File: src/hw/rtl/ipv6ehw_pkg.sv
// Shared types, constants and helpers for the IPv6 extension header walker.
// No dependencies; used by ipv6ehw_core and the top level.
`default_nettype none

package ipv6ehw_pkg;

    // Packet positions at and beyond this offset are not walked
    localparam int unsigned MAX_PACKET_BYTES = 65536;
    localparam int unsigned POS_W            = $clog2(MAX_PACKET_BYTES + 1);
    localparam int unsigned HLEN_W           = 12;

    // Fixed layout of the IPv6 base header
    localparam logic [POS_W-1:0] BASE_LEN      = POS_W'(40);
    localparam logic [POS_W-1:0] TYPE_BYTE_POS = POS_W'(6);

    // Next-header codes with special meaning
    localparam logic [7:0] NH_HOP_BY_HOP = 8'd0;
    localparam logic [7:0] NH_ROUTING    = 8'd43;
    localparam logic [7:0] NH_FRAGMENT   = 8'd44;
    localparam logic [7:0] NH_AUTH       = 8'd51;
    localparam logic [7:0] NH_NONE       = 8'd59;
    localparam logic [7:0] NH_DEST_OPTS  = 8'd60;
    localparam logic [7:0] NH_MOBILITY   = 8'd135;
    localparam logic [7:0] NH_HIP        = 8'd139;
    localparam logic [7:0] NH_SHIM6      = 8'd140;
    localparam logic [7:0] PROTO_ERROR   = 8'd0;

    localparam logic [HLEN_W-1:0] FRAG_LEN = HLEN_W'(8);

    typedef struct packed {
        logic [POS_W-1:0] transport_offset;
        logic [7:0]       upper_protocol;
    } result_t;

    // Extension headers whose length comes from their second byte
    function automatic logic is_sized_ext(input logic [7:0] t);
        return (t == NH_HOP_BY_HOP) || (t == NH_ROUTING) || (t == NH_AUTH) ||
               (t == NH_DEST_OPTS) || (t == NH_MOBILITY) || (t == NH_HIP) ||
               (t == NH_SHIM6);
    endfunction

endpackage

`default_nettype wire

File: src/hw/rtl/ipv6ehw_core.sv
// Per-packet walk state: consumes one byte per step and flags the result.
// Depends on ipv6ehw_pkg.
`default_nettype none

module ipv6ehw_core (
    input  wire logic                  clk,
    input  wire logic                  rst_n,
    input  wire logic                  step,
    input  wire logic [7:0]            byte_value,
    input  wire logic                  last_byte,
    output logic                       res_valid,
    output ipv6ehw_pkg::result_t       res
);

    localparam logic [2:0] PH_BASE  = 3'd0;
    localparam logic [2:0] PH_FIRST = 3'd1;
    localparam logic [2:0] PH_LEN   = 3'd2;
    localparam logic [2:0] PH_BODY  = 3'd3;
    localparam logic [2:0] PH_DONE  = 3'd4;

    localparam int unsigned PW = ipv6ehw_pkg::POS_W;
    localparam int unsigned LW = ipv6ehw_pkg::HLEN_W;

    logic [PW-1:0] pos_reg, pos_next;
    logic [7:0]    cur_type_reg, cur_type_next;
    logic [7:0]    pend_type_reg, pend_type_next;
    logic [PW-1:0] hdr_start_reg, hdr_start_next;
    logic [LW-1:0] hdr_len_reg, hdr_len_next;
    logic [2:0]    phase_reg, phase_next;
    logic          sent_reg, sent_next;

    logic [PW:0]   hdr_end;
    logic [PW:0]   pos_plus1;

    assign hdr_end   = {1'b0, hdr_start_reg} + {(PW + 1 - LW)'(0), hdr_len_reg};
    assign pos_plus1 = {1'b0, pos_reg} + (PW + 1)'(1);

    // Next-state and result logic for one byte
    always_comb
    begin
        pos_next       = pos_reg;
        cur_type_next  = cur_type_reg;
        pend_type_next = pend_type_reg;
        hdr_start_next = hdr_start_reg;
        hdr_len_next   = hdr_len_reg;
        phase_next     = phase_reg;
        sent_next      = sent_reg;
        res_valid      = 1'b0;
        res.upper_protocol   = ipv6ehw_pkg::PROTO_ERROR;
        res.transport_offset = hdr_start_reg;

        if (pos_reg < PW'(ipv6ehw_pkg::MAX_PACKET_BYTES))
        begin
            unique case (phase_reg)
                PH_BASE:
                begin
                    if (pos_reg == ipv6ehw_pkg::TYPE_BYTE_POS)
                        cur_type_next = byte_value;
                    if (pos_reg == ipv6ehw_pkg::BASE_LEN - PW'(1))
                    begin
                        hdr_start_next = ipv6ehw_pkg::BASE_LEN;
                        phase_next     = PH_FIRST;
                    end
                end
                PH_FIRST:
                begin
                    if (ipv6ehw_pkg::is_sized_ext(cur_type_reg))
                    begin
                        pend_type_next = byte_value;
                        phase_next     = PH_LEN;
                    end
                    else if (cur_type_reg == ipv6ehw_pkg::NH_FRAGMENT)
                    begin
                        pend_type_next = byte_value;
                        hdr_len_next   = ipv6ehw_pkg::FRAG_LEN;
                        phase_next     = PH_BODY;
                    end
                    else
                    begin
                        // no-next-header reports an error, anything else is found
                        res_valid = 1'b1;
                        if (cur_type_reg != ipv6ehw_pkg::NH_NONE)
                            res.upper_protocol = cur_type_reg;
                        sent_next  = 1'b1;
                        phase_next = PH_DONE;
                    end
                end
                PH_LEN:
                begin
                    // 8 + 8 * length byte
                    hdr_len_next = {1'b0, byte_value, 3'b000} + LW'(8);
                    phase_next   = PH_BODY;
                end
                PH_BODY:
                begin
                    if (pos_plus1 == hdr_end)
                    begin
                        hdr_start_next = hdr_end[PW-1:0];
                        cur_type_next  = pend_type_reg;
                        phase_next     = PH_FIRST;
                    end
                end
                default:
                begin
                end
            endcase
            pos_next = pos_plus1[PW-1:0];
        end

        // End of packet: report failure if nothing went out, then clear
        if (last_byte)
        begin
            if (!sent_next)
            begin
                res_valid            = 1'b1;
                res.upper_protocol   = ipv6ehw_pkg::PROTO_ERROR;
                res.transport_offset = (phase_next == PH_BASE) ? PW'(0) : hdr_start_next;
            end
            pos_next       = '0;
            cur_type_next  = '0;
            pend_type_next = '0;
            hdr_start_next = '0;
            hdr_len_next   = '0;
            phase_next     = PH_BASE;
            sent_next      = 1'b0;
        end
    end

    always_ff @(posedge clk or negedge rst_n)
    begin
        if (!rst_n)
        begin
            pos_reg       <= '0;
            cur_type_reg  <= '0;
            pend_type_reg <= '0;
            hdr_start_reg <= '0;
            hdr_len_reg   <= '0;
            phase_reg     <= PH_BASE;
            sent_reg      <= 1'b0;
        end
        else if (step)
        begin
            pos_reg       <= pos_next;
            cur_type_reg  <= cur_type_next;
            pend_type_reg <= pend_type_next;
            hdr_start_reg <= hdr_start_next;
            hdr_len_reg   <= hdr_len_next;
            phase_reg     <= phase_next;
            sent_reg      <= sent_next;
        end
    end

endmodule

`default_nettype wire

File: src/hw/rtl/ipv6_extension_header_walker_top.sv
// Top level of the IPv6 extension header walker: stream ports, input and
// result registers. Depends on ipv6ehw_pkg and ipv6ehw_core.
`default_nettype none

// The walker takes one packet byte per beat on s_axis, tlast marking the
// packet's final byte, and gives exactly one result beat per packet on
// m_axis: the upper-layer protocol number (0 on error) and the byte offset
// where the walk stopped. It sustains one byte per clock while m_axis does not
// stall; the byte that causes a result beat passes the input register, then the
// result register, and the beat is held there while m_axis stalls.
// The result arrives at the first byte of the upper-layer header or of a
// no-next-header, or at the last byte when the packet is short or ends
// inside or right after a header.
module ipv6_extension_header_walker_top (
    input  wire logic        clk,
    input  wire logic        rst_n,
    input  wire logic        s_axis_tvalid,
    output logic             s_axis_tready,
    input  wire logic [7:0]  s_axis_tdata,   // [7:0] byte_value
    input  wire logic        s_axis_tlast,   // last_byte
    output logic             m_axis_tvalid,
    input  wire logic        m_axis_tready,
    output logic [31:0]      m_axis_tdata    // [7:0] upper_protocol, [24:8] transport_offset
);

    logic                 in_valid_reg;
    logic [7:0]           in_byte_reg;
    logic                 in_last_reg;
    logic                 out_valid_reg;
    ipv6ehw_pkg::result_t out_res_reg;

    logic                 step;
    logic                 res_valid;
    ipv6ehw_pkg::result_t res;

    // Advance the held byte when the result slot is free or draining
    assign step          = in_valid_reg && (!out_valid_reg || m_axis_tready);
    assign s_axis_tready = !in_valid_reg || step;

    ipv6ehw_core u_core (
        .clk        (clk),
        .rst_n      (rst_n),
        .step       (step),
        .byte_value (in_byte_reg),
        .last_byte  (in_last_reg),
        .res_valid  (res_valid),
        .res        (res)
    );

    // Input register
    always_ff @(posedge clk or negedge rst_n)
    begin
        if (!rst_n)
            in_valid_reg <= 1'b0;
        else if (s_axis_tready)
            in_valid_reg <= s_axis_tvalid;
    end

    always_ff @(posedge clk)
    begin
        if (s_axis_tready && s_axis_tvalid)
        begin
            in_byte_reg <= s_axis_tdata;
            in_last_reg <= s_axis_tlast;
        end
    end

    // Result register
    always_ff @(posedge clk or negedge rst_n)
    begin
        if (!rst_n)
            out_valid_reg <= 1'b0;
        else if (step && res_valid)
            out_valid_reg <= 1'b1;
        else if (m_axis_tready)
            out_valid_reg <= 1'b0;
    end

    always_ff @(posedge clk)
    begin
        if (step && res_valid)
            out_res_reg <= res;
    end

    assign m_axis_tvalid = out_valid_reg;
    assign m_axis_tdata  = {7'd0, out_res_reg.transport_offset, out_res_reg.upper_protocol};

endmodule

`default_nettype wire
File: config.mk
export PLATFORM = sky130hd
export DESIGN_NAME = ipv6_extension_header_walker_top
export DESIGN_NICKNAME = d
export VERILOG_FILES = /design/src/hw/rtl/ipv6ehw_pkg.sv /design/src/hw/rtl/ipv6ehw_core.sv /design/src/hw/rtl/ipv6_extension_header_walker_top.sv
export SDC_FILE = /design/constraint.sdc
export NUM_CORES = 1
export LEC_CHECK = 0
export ABC_CLOCK_PERIOD_IN_PS = 3800
export BUFFER_PORTS_ARGS = -buffer_cell sky130_fd_sc_hd__buf_4
export CAP_MARGIN = 10
export CORE_MARGIN = 5
export CORE_UTILIZATION = 40
export CTS_CLUSTER_SIZE = 24
export DETAILED_ROUTE_END_ITERATION = 6
export GPL_TIMING_DRIVEN = 1
export PLACE_DENSITY = 0.57
export SYNTH_ARGS = -nofsm -noshare
export SYNTH_HDL_FRONTEND = slang
export SYNTH_SLANG_ARGS = --single-unit
File: constraint.sdc
create_clock -name clk -period 3.8 [get_ports clk]
set_input_delay 0.76 -clock clk [delete_from_list [all_inputs] [get_ports clk]]
set_output_delay 0.76 -clock clk [all_outputs]
set_load 0.005 [all_outputs]
=== Word level (Yosys, flattened, before mapping) ===
Cells that the tools add are included.

* Add/sub/neg operators: 3
* $lt $le $gt $ge: 1
* Eq/ne operators: 18
* Muxes and demuxes: 50
* Reduce and logical (&&, ||, !) cells: 26

{| class="wikitable"
|+ Operator list
! operator !! number
|-
| $mux W17 || 7
|-
| $mux W8 || 14
|-
| $mux W25 || 2
|-
| $mux W12 || 4
|-
| $pmux W17 S2 || 1
|-
| $eq A8 B6 Y1 const B || 4
|-
| $eq A8 B8 Y1 const B || 3
|-
| $pmux W12 S2 || 1
|-
| $add A17 B1 Y18 const B || 1
|-
| $add A17 B12 Y18 || 1
|-
| $eq A18 B18 Y1 || 1
|-
| $mux W3 || 6
|-
| $eq A17 B3 Y1 const B || 1
|-
| $eq A17 B6 Y1 const B || 1
|-
| $lt A17 B17 Y1 const B || 1
|-
| $pmux W8 S2 || 1
|-
| $mux W1 || 13
|-
| $add A11 B4 Y12 const B || 1
|-
| $pmux W3 S4 || 1
|-
| $reduce_and A5 Y1 || 2
|-
| $ne A3 B2 Y1 const B || 3
|-
| $reduce_bool A3 Y1 || 3
|-
| $logic_not A8 Y1 || 1
|-
| $logic_or A1 B1 Y1 || 8
|-
| 10 further kinds || 17
|}

* Register bits: 102
* Output and inout port bits: 34
* Logic and storage cells: 111

=== Depth between registers and ports, before layout ===
Gate-level depths: netlist of run 1.

* Depth in word-level cells: 14
* Mapped depth: 14

=== By module ===
From an unflattened synthesis of run 1, not the netlist that was laid out.

* Cells, all modules: 618
* Area, all modules: 5846.9 sq um

{| class="wikitable"
|+ By module, submodules not included
! module !! instances !! cells an instance !! area each (sq um) !! seq. area each (sq um)
|-
| ipv6ehw_core || 1 || 566 || 4660.7 || 1576.5
|-
| ipv6_extension_header_walker_top || 1 || 52 || 1186.1 || 1071.0
|}

=== Worst setup path after synthesis of run 1 ===
Ideal clock, no wire load.

* Kind: register to register
* Start point: register u_core.hdr_start_reg[3]
* End point: register out_res_reg (netlist bit m_axis_tdata[11]), data pin
* Setup time: 266 ps
* Arrival time: 2896 ps
* Data required time: 3534 ps
* Setup slack: 639 ps
* Stages on the path, launching flop included: 15
* Path buffers: 2
* Clock period less this slack: 3161 ps
* Cell sequence: dfrtp_1 > ha_1 > inv_1 > fa_1 > nor2b_2 > o2111a_1 > nor3_1 > o21ba_2 > xnor3_1 > nand2_1 > or3_4 > buf_6 > buf_6 > o311ai_1 > o21ai_1

{| class="wikitable"
|+ RTL lines
! item !! RTL line !! text
|-
| start: declaration || ipv6ehw_core.sv:27 || <nowiki>logic [PW-1:0] hdr_start_reg, hdr_start_next;</nowiki>
|-
| start signal: assignment || ipv6ehw_core.sv:146 || <nowiki>hdr_start_reg <= hdr_start_next;</nowiki>
|-
| end signal: assignment || ipv6_extension_header_walker_top.sv:82 || <nowiki>out_res_reg <= res;</nowiki>
|-
| end: declaration || ipv6_extension_header_walker_top.sv:30 || <nowiki>ipv6ehw_pkg::result_t out_res_reg;</nowiki>
|}

==> metrics.txt, run 1 <==
status finished, final reports clean; crit path cell chain ha_1 > inv_1 > fa_1 > xnor2_1 > xnor2_1 > nor4b_1 > o221ai_1 > nor4_1 > nand4_1 > a211oi_2 > o21ai_1 > a22o_1; setup TNS 0 ns; IO buf count 39; share of layout cells above drive strength 1 0.161; later-pin clock latency in the skew report 0.35 ns; Max-slew headroom 0.264; Die W 133 µm; clock share of power 0.284; Worst Path Buf+Inv 1; Avg Vias per Cell 5.78; Vias around 4.7k; max reg flops 25; synth warn 0; Commonest cells post-synth dfrtp_1, nand2_1, nor2_1, edfxtp_1, o21ai_0; Hold Vio Cnt, Final 0; WL/cell 18.1 µm; PwrDens just under 500 mW/mm²; CP top delay family compound AO/OA/AOI/OAI gates; number of DRC markers in iteration 0 between 200 and 300; Cell Area, Synth 0.00602 mm²; Tmin final approximately 3.6 ns; H-tree levels 3; DP HPWL about 11,000 µm; GR Util All Layers 0.170; slowest CP cell fa_1; RSZ-0062 raised after global routing false; cell taking the most area after synthesis dfrtp_1; Sw Pwr between 1 and 1.5 mW; CTS tree done; clk_skew 0.00846 ns; Clock Path Buffers 2; final WL 14,700 µm; crit share post-route 0.940; share of the synthesized area in the top cell type 0.270; Sw Share 0.338; clock sinks between 90 and 100; WP data required 3.90 ns; initial antenna violation count 0; worst slew pin tran 1.10 ns; hold slack approximately 0.52 ns; CTS buffer count 9; Static Leak 2.86 nW; Clock Root Buffer clkbuf_16; Syn Inst Count 598; maximum vdd drop 0.241 mV; met2 Use GR 0.273; die area ~0.018 mm²; Flop pwr share 0.426; DRC 0; Worst Setup Start Kind flip-flop; fill cell count ~1.4k; drt first pass iters 4; Nets 648; min-delay worst type flip-flop to flip-flop; Most used DFF post-synth dfrtp_1; most used cell, CP xnor2_1; Tot Pwr 3.28 mW; crit path kind flip-flop to flip-flop; Initial Util 0.411; global route overflow 0; num ports 47; Setup crit end kind flip-flop; number of enable flip-flop cells after synthesis 34; busiest grt layer met2; synth top area cells dfrtp_1, edfxtp_1, xnor2_1; setup slack, reg-to-reg 0.23 ns; chip height 133 µm; Final Util 0.457; row count 44; count of final setup violators 0; Async SR Flop Fraction 0.657; syn avg cell area 10.1 µm²; register area share after synthesis 0.439; Max Slew Vio Count 0; M3 GR Usage 0.0345; Gate power share 0.290; first-pass GRT wire length 24,200 µm; placed cell count 795; number of non-filler instances in the completed layout roughly 810; Area Growth Syn to Fin 11.2%; gpl congestion 0.861; Max FO, Critical Path 9; antenna-violating nets left 0; largest net degree at the start of global routing 66; Yosys reg bits 99; n_diodes 0; Max Fclk 280 MHz; maxcap violations 0; met1 Usage GRT 0.228; Worst-path clk slew around 0.07 ns; Distinct cells, synth 85; top-count cell post-synth dfrtp_1; Crit path largest cell delay 0.40 ns; vias in the first global route 4,557; internal power 2.17 mW; Core Area 0.0146 mm²; Worst EP arrival 3.67 ns
==> power by group through the flow <==
stage               combinational (mW)  clock, mW  sequential, mW
finish                           0.950      0.931            1.40
global route                      1.05      0.987            1.42
CTS                              0.951      0.946            1.40
detailed placement               0.946          0            1.42
global placement                 0.931          0            1.41
floorplan                        0.698          0            1.37
==> worst register-to-register path, cell delays in order, from the launching register on <==
cell and delay (ns):
dfrtp_1 0.37, ha_1 0.18, inv_1 0.06, fa_1 0.40, xnor2_1 0.31, xnor2_1 0.13, nor4b_1 0.27, o221ai_1 0.21
nor4_1 0.31, nand4_1 0.14, a211oi_2 0.29, o21ai_1 0.35, a22o_1 0.30
==> layer usage <==
layer  vias to the layer above  routed length [µm]
met3                        18                 644
met5                         -                   0
met2                        91                6900
li1                       2251                   -
met1                      2327                6890
met4                         0                 275
==> worst paths after layout <==
| path | cells after the start | from | end |
|---|---|---|---|
| min in group asynchronous | 1 | rst_n | m_axis_tvalid$_DFFE_PN0P_ |
| worst max-delay path | 12 | u_core.hdr_start_reg[3]$_DFFE_PN0P_ | m_axis_tdata[16]$_DFFE_PP_ |
| max in group asynchronous | 1 | rst_n | u_core.hdr_start_reg[14]$_DFFE_PN0P_ |
| worst min-delay path | 1 | u_core.hdr_len_reg[3]$_DFFE_PN0P_ | u_core.hdr_len_reg[3]$_DFFE_PN0P_ |
| worst min register to register | 1 | u_core.hdr_len_reg[3]$_DFFE_PN0P_ | u_core.hdr_len_reg[3]$_DFFE_PN0P_ |
| worst max register to register | 12 | u_core.hdr_start_reg[3]$_DFFE_PN0P_ | m_axis_tdata[16]$_DFFE_PP_ |
==> cell type report <==
type | instances | area, µm² | share of cell area
multi-input cells | 443 | 3100 | 0.463
flip-flops and latches | 99 | 2650 | 0.395
repair buffers | 45 | 338 | 0.0504
clock buffers | 14 | 254 | 0.0379
well taps | 184 | 230 | 0.0344
inverters | 24 | 90.1 | 0.0134
clock inverters | 2 | 38.8 | 0.00579
==> what timing repair did <==
item | 4_1_cts | 5_1_grt
gates resized for setup | 0 | 1
hold buffers | 0 | 0
setup buffers | 0 | 0
endpoints found under the setup margin | 0 | 13
==> kinds of logic after synthesis <==
logic type               share of synthesized area
AND/OR/NAND/NOR                              0.190
AO/OA/AOI/OAI                                0.194
flip-flops                                   0.439
buffers and inverters                       0.0505
XOR/XNOR                                    0.0673
multiplexers                                0.0299
adder cells (fa/ha/maj)                     0.0282
other                                     0.000622
==> cell usage in the layout, fill, tap and decap left out, types with 9 or more instances in the layout <==
cell and count:
nand2_1 46, a21o_1 11, or3_1 9, a21oi_1 15, nand4_1 9, inv_1 24
xor2_1 12, a22o_1 14, nor3_1 10, o22ai_1 10, mux2i_1 9, dfrtp_1 65
o21ai_0 30, nor2b_1 11, xnor2_1 28, nor2_1 37, and3_1 13, ha_1 12
clkbuf_16 9, edfxtp_1 34, and2_1 11, nand3_1 19, buf_4 45
==> stage by stage <==
stage	cell area (µm²)	worst slack (ns)
2_1_floorplan	6050	0.639
3_3_place_gp	6400	0.285
3_5_place_dp	6400	0.232
4_1_cts	6700	0.218
5_1_grt	6700	0.0519
6_report	6700	0.228
No activity file was read; power rests on OpenSTA's default activity.
==> run 2: changes to the inputs <==
--- a/config.mk
+++ b/config.mk
@@ -13,7 +13,7 @@
 export CTS_CLUSTER_SIZE = 24
 export DETAILED_ROUTE_END_ITERATION = 6
 export GPL_TIMING_DRIVEN = 1
-export PLACE_DENSITY = 0.57
+export PLACE_DENSITY = 0.55
 export SYNTH_ARGS = -nofsm -noshare
 export SYNTH_HDL_FRONTEND = slang
 export SYNTH_SLANG_ARGS = --single-unit
==> metrics.txt, run 2 (synthesis gave the netlist of run 1 again) <==
largest net degree at the start of global routing 66 (unchanged); vias in the first global route 4,550 (was 4,557); DP Worst Slack 0.202 ns (was 0.232 ns); antenna-violating nets left 0 (unchanged); Vias 4,650 (was 4,687); Area Growth Syn to Fin 11.5% (was 11.2%); PwrDens 492 mW/mm² (was 489 mW/mm²); worst slew pin tran 1.09 ns (was 1.10 ns); status finished, final reports clean (unchanged); first-pass GRT wire length 24,500 µm (was 24,200 µm); die area 0.0176 mm² (unchanged); Core Area 0.0146 mm² (unchanged); post-cts hold buffer count 0 (unchanged); Setup crit end kind flip-flop (unchanged); H-tree levels 3 (unchanged); global route overflow 0 (unchanged); FF-to-FF End u_core.hdr_start_reg[11]$_DFFE_PN0P_ (was m_axis_tdata[16]$_DFFE_PP_); worst hold path cell count 1 (unchanged); count of final setup violators 0 (unchanged); Clock Root Buffer clkbuf_16 (unchanged); Max FO, Critical Path 21 (was 9); reg2reg start u_core.hdr_start_reg[3]$_DFFE_PN0P_ (unchanged); Hold Path Sink u_core.hdr_len_reg[3]$_DFFE_PN0P_ (unchanged); most frequent cells in the layout dfrtp_1, nand2_1, buf_4 (unchanged); n_diodes 0 (unchanged); DRC 0 (unchanged); max reg flops 25 (unchanged); setup slack, reg-to-reg 0.15 ns (was 0.23 ns); chip height 133 µm (unchanged); num ports 47 (unchanged); GR Util All Layers 0.174 (was 0.170); internal power 2.17 mW (about the same); Clock Path Buffers 2 (unchanged); clock sinks 99 (unchanged); clock share of power 0.288 (was 0.284); min-delay worst type flip-flop to flip-flop (unchanged); IO buf count 39 (unchanged); crit share post-route 0.961 (was 0.940); Worst Setup Start Kind flip-flop (unchanged); CTS buffer count 9 (unchanged); Initial Util 0.411 (unchanged); drt first pass iters 5 (was 4); number of DRC markers in iteration 0 355 (was 276); initial antenna violation count 0 (unchanged); maxcap violations 0 (unchanged); Worst EP arrival 3.89 ns (was 3.67 ns); CTS resizes 0 (unchanged); setup bufs post-CTS 0 (unchanged); Sw Share 0.344 (was 0.338); fill cell count 1,386 (was 1,393); clk_skew 0.00759 ns (was 0.00846 ns); setup TNS 0 ns (unchanged); maximum vdd drop 0.228 mV (was 0.241 mV); Max Slew Vio Count 0 (unchanged); DP HPWL 10,900 µm (was 10,800 µm); Die W 133 µm (unchanged); RSZ-0062 raised after global routing false (unchanged); design area 0.00672 mm² (was 0.00670 mm²); crit path kind flip-flop to flip-flop (unchanged); Gate power share 0.291 (was 0.290); most common cell after layout, fill and taps aside dfrtp_1 (unchanged); Nets 649 (was 648); Max-slew headroom 0.271 (was 0.264); cell count of the worst reg-to-reg path 11 (was 12); row count 44 (unchanged); gpl congestion 0.880 (was 0.861); Hold Vio Cnt, Final 0 (unchanged); Avg Vias per Cell 5.73 (was 5.78); Tmin final 3.65 ns (was 3.57 ns); WL/cell 18.6 µm (was 18.1 µm); WP data required 4.04 ns (was 3.90 ns); later-pin clock latency in the skew report 0.35 ns (about the same); Flop pwr share 0.421 (was 0.426); Static Leak 2.87 nW (was 2.86 nW); CTS tree done (unchanged); share of layout cells above drive strength 1 0.169 (was 0.161); Max Fclk 274 MHz (was 280 MHz); hold path startpoint u_core.hdr_len_reg[3]$_DFFE_PN0P_ (unchanged); Sw Pwr 1.14 mW (was 1.11 mW); Worst-path clk slew 0.07 ns (about the same); Setup WS post-layout 0.147 ns (was 0.228 ns); placed inst area 0.00641 mm² (was 0.00640 mm²); final WL 15,100 µm (was 14,700 µm)
[run 2: changes by cell type in the layout (fill, tap and decap cells not counted)]
cell / delta
buf_4: +1
clkbuf_1: -4
clkinv_2: +3
inv_6: +1
[run 2: worst max-delay path, cell delays in order (launching register included)]
cell       delay (ns)
dfrtp_1          0.38
ha_1             0.17
inv_1            0.05
fa_1             0.40
xnor2_1          0.36
xnor2_1          0.14
nor4b_1          0.30
o221ai_1         0.22
nand4bb_1        0.21
or3_4            0.51
o31a_1           0.49
a22o_1           0.29
[run 2: layer usage]
metal	vias to the layer above	track usage	routed length (µm)
li1	2258	-	-
met3	14	0.0239	624
met4	0	0.0699	253
met1	2267	0.247	7210
met5	-	0	0
met2	111	0.269	7000
[run 2: power groups by stage]
stage	clock [mW]	sequential, mW	combinational [mW]
5_1_grt	1.02	1.41	1.05
2_1_floorplan	0	1.37	0.698
6_report	0.952	1.39	0.962
3_3_place_gp	0	1.41	0.943
3_5_place_dp	0	1.41	0.957
4_1_cts	0.975	1.39	0.962
[run 2: layout make-up]
type                       instances  area [µm²]  share of cell area
multi-input combinational        443        3100               0.462
sequential                        99        2650               0.394
timing repair buffer              46         345              0.0514
clock buffer                      10         239              0.0356
tap                              184         230              0.0343
inverter                          24        90.1              0.0134
clock inverter                     6        62.6             0.00932
[run 2: worst max path at each step]
stage,from,end,slack (ns),cells past startpoint
finish,u_core.hdr_start_reg[3]$_DFFE_PN0P_,u_core.hdr_start_reg[11]$_DFFE_PN0P_,0.15,11
floorplan,u_core.hdr_start_reg[3]$_DFFE_PN0P_,m_axis_tdata[11]$_DFFE_PP_,0.64,14
detailed placement,u_core.pos_reg[0]$_DFFE_PN0P_,u_core.hdr_start_reg[11]$_DFFE_PN0P_,0.20,10
global route,u_core.pos_reg[0]$_DFFE_PN0P_,u_core.hdr_start_reg[11]$_DFFE_PN0P_,0.03,10
CTS,u_core.pos_reg[0]$_DFFE_PN0P_,u_core.hdr_start_reg[7]$_DFFE_PN0P_,0.19,10
global placement,u_core.pos_reg[0]$_DFFE_PN0P_,u_core.hdr_start_reg[11]$_DFFE_PN0P_,0.29,10
[run 2: through the flow]
stage               instances  power [mW]  utilization  hold WS (ns)
floorplan                 604        2.06            -         0.464
global placement          796        2.35        0.438         0.493
detailed placement        796        2.37        0.438         0.506
CTS                       812        3.33        0.458         0.522
global route              812        3.48        0.459         0.535
finish                    812        3.31        0.459         0.521
==> run 3: changes to the inputs <==
--- a/config.mk
+++ b/config.mk
@@ -5,7 +5,7 @@
 export SDC_FILE = /design/constraint.sdc
 export NUM_CORES = 1
 export LEC_CHECK = 0
-export ABC_CLOCK_PERIOD_IN_PS = 3800
+export ABC_CLOCK_PERIOD_IN_PS = 4600
 export BUFFER_PORTS_ARGS = -buffer_cell sky130_fd_sc_hd__buf_4
 export CAP_MARGIN = 10
 export CORE_MARGIN = 5
==> constraint.sdc (replaced) <==
create_clock -name clk -period 4.6 [get_ports clk]
set_input_delay 0.92 -clock clk [delete_from_list [all_inputs] [get_ports clk]]
set_output_delay 0.92 -clock clk [all_outputs]
set_load 0.005 [all_outputs]
==> metrics.txt, run 3 (synthesis gave the netlist of run 1 again) <==
status finished, final reports clean (unchanged); share of layout cells above drive strength 1 0.161 (was 0.169); maxcap violations 0 (unchanged); antenna-violating nets left 0 (unchanged); Crit path largest cell delay 0.41 ns (was 0.51 ns); IO buf count 39 (unchanged); Highest Signal Layer met4 (unchanged); met2 routed WL 6950 µm (was 7000 µm); Nets 645 (was 649); initial antenna violation count 0 (unchanged); clock sinks 99 (unchanged); first-pass GRT wire length 24,200 µm (was 24,500 µm); Setup WS post-layout 0.897 ns (was 0.147 ns); final WL 15,000 µm (was 15,100 µm); Initial Util 0.411 (unchanged); Clock Root Buffer clkbuf_16 (unchanged); crit path kind flip-flop to flip-flop (unchanged); most common cell after layout, fill and taps aside dfrtp_1 (unchanged); drt first pass iters 5 (unchanged); CTS buffer count 9 (unchanged); clk_skew 0.00822 ns (was 0.00759 ns); DP Worst Slack 0.947 ns (was 0.202 ns); crit path cell chain ha_1 > inv_1 > fa_1 > xnor2_1 > xnor2_1 > nor4b_1 > o221ai_1 > nor4_1 > nand4_1 > a211oi_2 > o21ai_1 > a22o_1 (was ha_1 > inv_1 > fa_1 > xnor2_1 > xnor2_1 > nor4b_1 > o221ai_1 > nand4bb_1 > or3_4 > o31a_1 > a22o_1); cell count of the worst reg-to-reg path 12 (was 11); Hold Vio Cnt, Final 0 (unchanged); Core Area 0.0146 mm² (unchanged); setup bufs post-CTS 0 (unchanged); vias in the first global route 4,554 (was 4,550); most frequent cells in the layout dfrtp_1, nand2_1, buf_4 (unchanged); min-delay worst type flip-flop to flip-flop (unchanged); Avg Vias per Cell 5.83 (was 5.73); n_diodes 0 (unchanged); max reg flops 25 (unchanged); Area Growth Syn to Fin 11.1% (was 11.5%); Tot Pwr 2.73 mW (was 3.31 mW); fill cell count 1,379 (was 1,386); Final Util 0.457 (was 0.459); global route overflow 0 (unchanged); setup TNS 0 ns (unchanged); Setup crit end kind flip-flop (unchanged); WL/cell 18.6 µm (about the same); most used cell, CP xnor2_1 (unchanged); worst hold path cell count 1 (unchanged); DRC 0 (unchanged); gpl congestion 0.869 (was 0.880); num ports 47 (unchanged); Clock Path Buffers 2 (unchanged); CTS tree done (unchanged); Max FO, Critical Path 9 (was 21); routed length on met3 686 µm (was 624 µm); die area 0.0176 mm² (unchanged); PwrDens 407 mW/mm² (was 492 mW/mm²); slowest CP cell fa_1 (was or3_4); chip height 133 µm (unchanged); Worst EP arrival 3.80 ns (was 3.89 ns); FF-to-FF End m_axis_tdata[16]$_DFFE_PP_ (was u_core.hdr_start_reg[11]$_DFFE_PN0P_); post-cts hold buffer count 0 (unchanged); Max-slew headroom 0.233 (was 0.271); count of final setup violators 0 (unchanged); setup slack, reg-to-reg 0.90 ns (was 0.15 ns); DP HPWL 10,900 µm (about the same); largest net degree at the start of global routing 66 (unchanged); CTS resizes 0 (unchanged); RSZ-0062 raised after global routing false (unchanged); Max Slew Vio Count 0 (unchanged); Vias 4,702 (was 4,650); reg2reg start u_core.hdr_start_reg[3]$_DFFE_PN0P_ (unchanged); maximum vdd drop 0.190 mV (was 0.228 mV); number of non-filler instances in the completed layout 807 (was 812); Tmin final 3.70 ns (was 3.65 ns); number of DRC markers in iteration 0 303 (was 355); GR Util All Layers 0.172 (was 0.174); M1 wire length 7050 µm (was 7210 µm); Die W 133 µm (unchanged); placed cell count 792 (was 796); WP data required 4.70 ns (was 4.04 ns); Worst Setup Start Kind flip-flop (unchanged); Worst-path clk slew 0.07 ns (about the same); crit share post-route 0.805 (was 0.961); row count 44 (unchanged); Hold Path Sink u_core.pend_type_reg[7]$_DFFE_PN0P_ (was u_core.hdr_len_reg[3]$_DFFE_PN0P_); H-tree levels 3 (unchanged); worst slew pin tran 1.14 ns (was 1.09 ns); later-pin clock latency in the skew report 0.36 ns (was 0.35 ns); Max Fclk 270 MHz (was 274 MHz); hold path startpoint u_core.pend_type_reg[7]$_DFFE_PN0P_ (was u_core.hdr_len_reg[3]$_DFFE_PN0P_); Static Leak 2.85 nW (was 2.87 nW)
## run 3: cell types whose count changed in the layout (fill, tap and decap cells not counted), sizes merged
cell | previous run | this run
bufinv | 1 | 0
buf | 46 | 42
clkinv | 4 | 1
clkinvlp | 0 | 1
clkbuf | 10 | 12
## run 3: where the power goes
group          total [mW]  internal (mW)  switching, mW
Clock               0.793          0.448          0.345
Combinational       0.782          0.309          0.473
Sequential           1.15           1.04          0.113
## run 3: layout make-up
cell class,instances,area [µm²],share of cell area
sequential,99,2650,0.395
inverter,24,90.1,0.0135
timing repair buffer,42,315,0.0471
tap,184,230,0.0344
clock inverter,3,25.0,0.00374
multi-input combinational,443,3100,0.463
clock buffer,12,289,0.0432
## run 3: worst max-delay path: cells and delay by family, from the launching register on
family	cells	cell delay [ns]
AND/OR/NAND/NOR	3	0.73
AO/OA/AOI/OAI	4	1.24
flip-flops	1	0.37
buffers and inverters	1	0.06
adder cells (fa/ha/maj)	2	0.58
XOR/XNOR	2	0.46
## run 3: worst max-delay path by stage
stage | from | endpoint | slack, ns
global placement | u_core.hdr_start_reg[3]$_DFFE_PN0P_ | m_axis_tdata[15]$_DFFE_PP_ | 1.10
floorplan | u_core.hdr_start_reg[3]$_DFFE_PN0P_ | m_axis_tdata[11]$_DFFE_PP_ | 1.44
detailed placement | u_core.hdr_start_reg[3]$_DFFE_PN0P_ | m_axis_tdata[12]$_DFFE_PP_ | 0.95
finish | u_core.hdr_start_reg[3]$_DFFE_PN0P_ | m_axis_tdata[16]$_DFFE_PP_ | 0.90
global route | u_core.hdr_start_reg[3]$_DFFE_PN0P_ | m_axis_tdata[16]$_DFFE_PP_ | 0.50
CTS | u_core.hdr_start_reg[3]$_DFFE_PN0P_ | m_axis_tdata[16]$_DFFE_PP_ | 0.91
## run 3: through the flow
step	hold slack (ns)	cell area [µm²]
after floorplan	0.480	6050
after global placement	0.492	6380
after detailed placement	0.497	6380
after CTS	0.513	6700
after global routing	0.534	6700
final	0.513	6700
## run 3: per-layer routing
metal	vias to the layer above	global-route usage
met5	-	0
met4	0	0.0774
met3	20	0.0273
met2	120	0.265
met1	2318	0.239
li1	2244	-
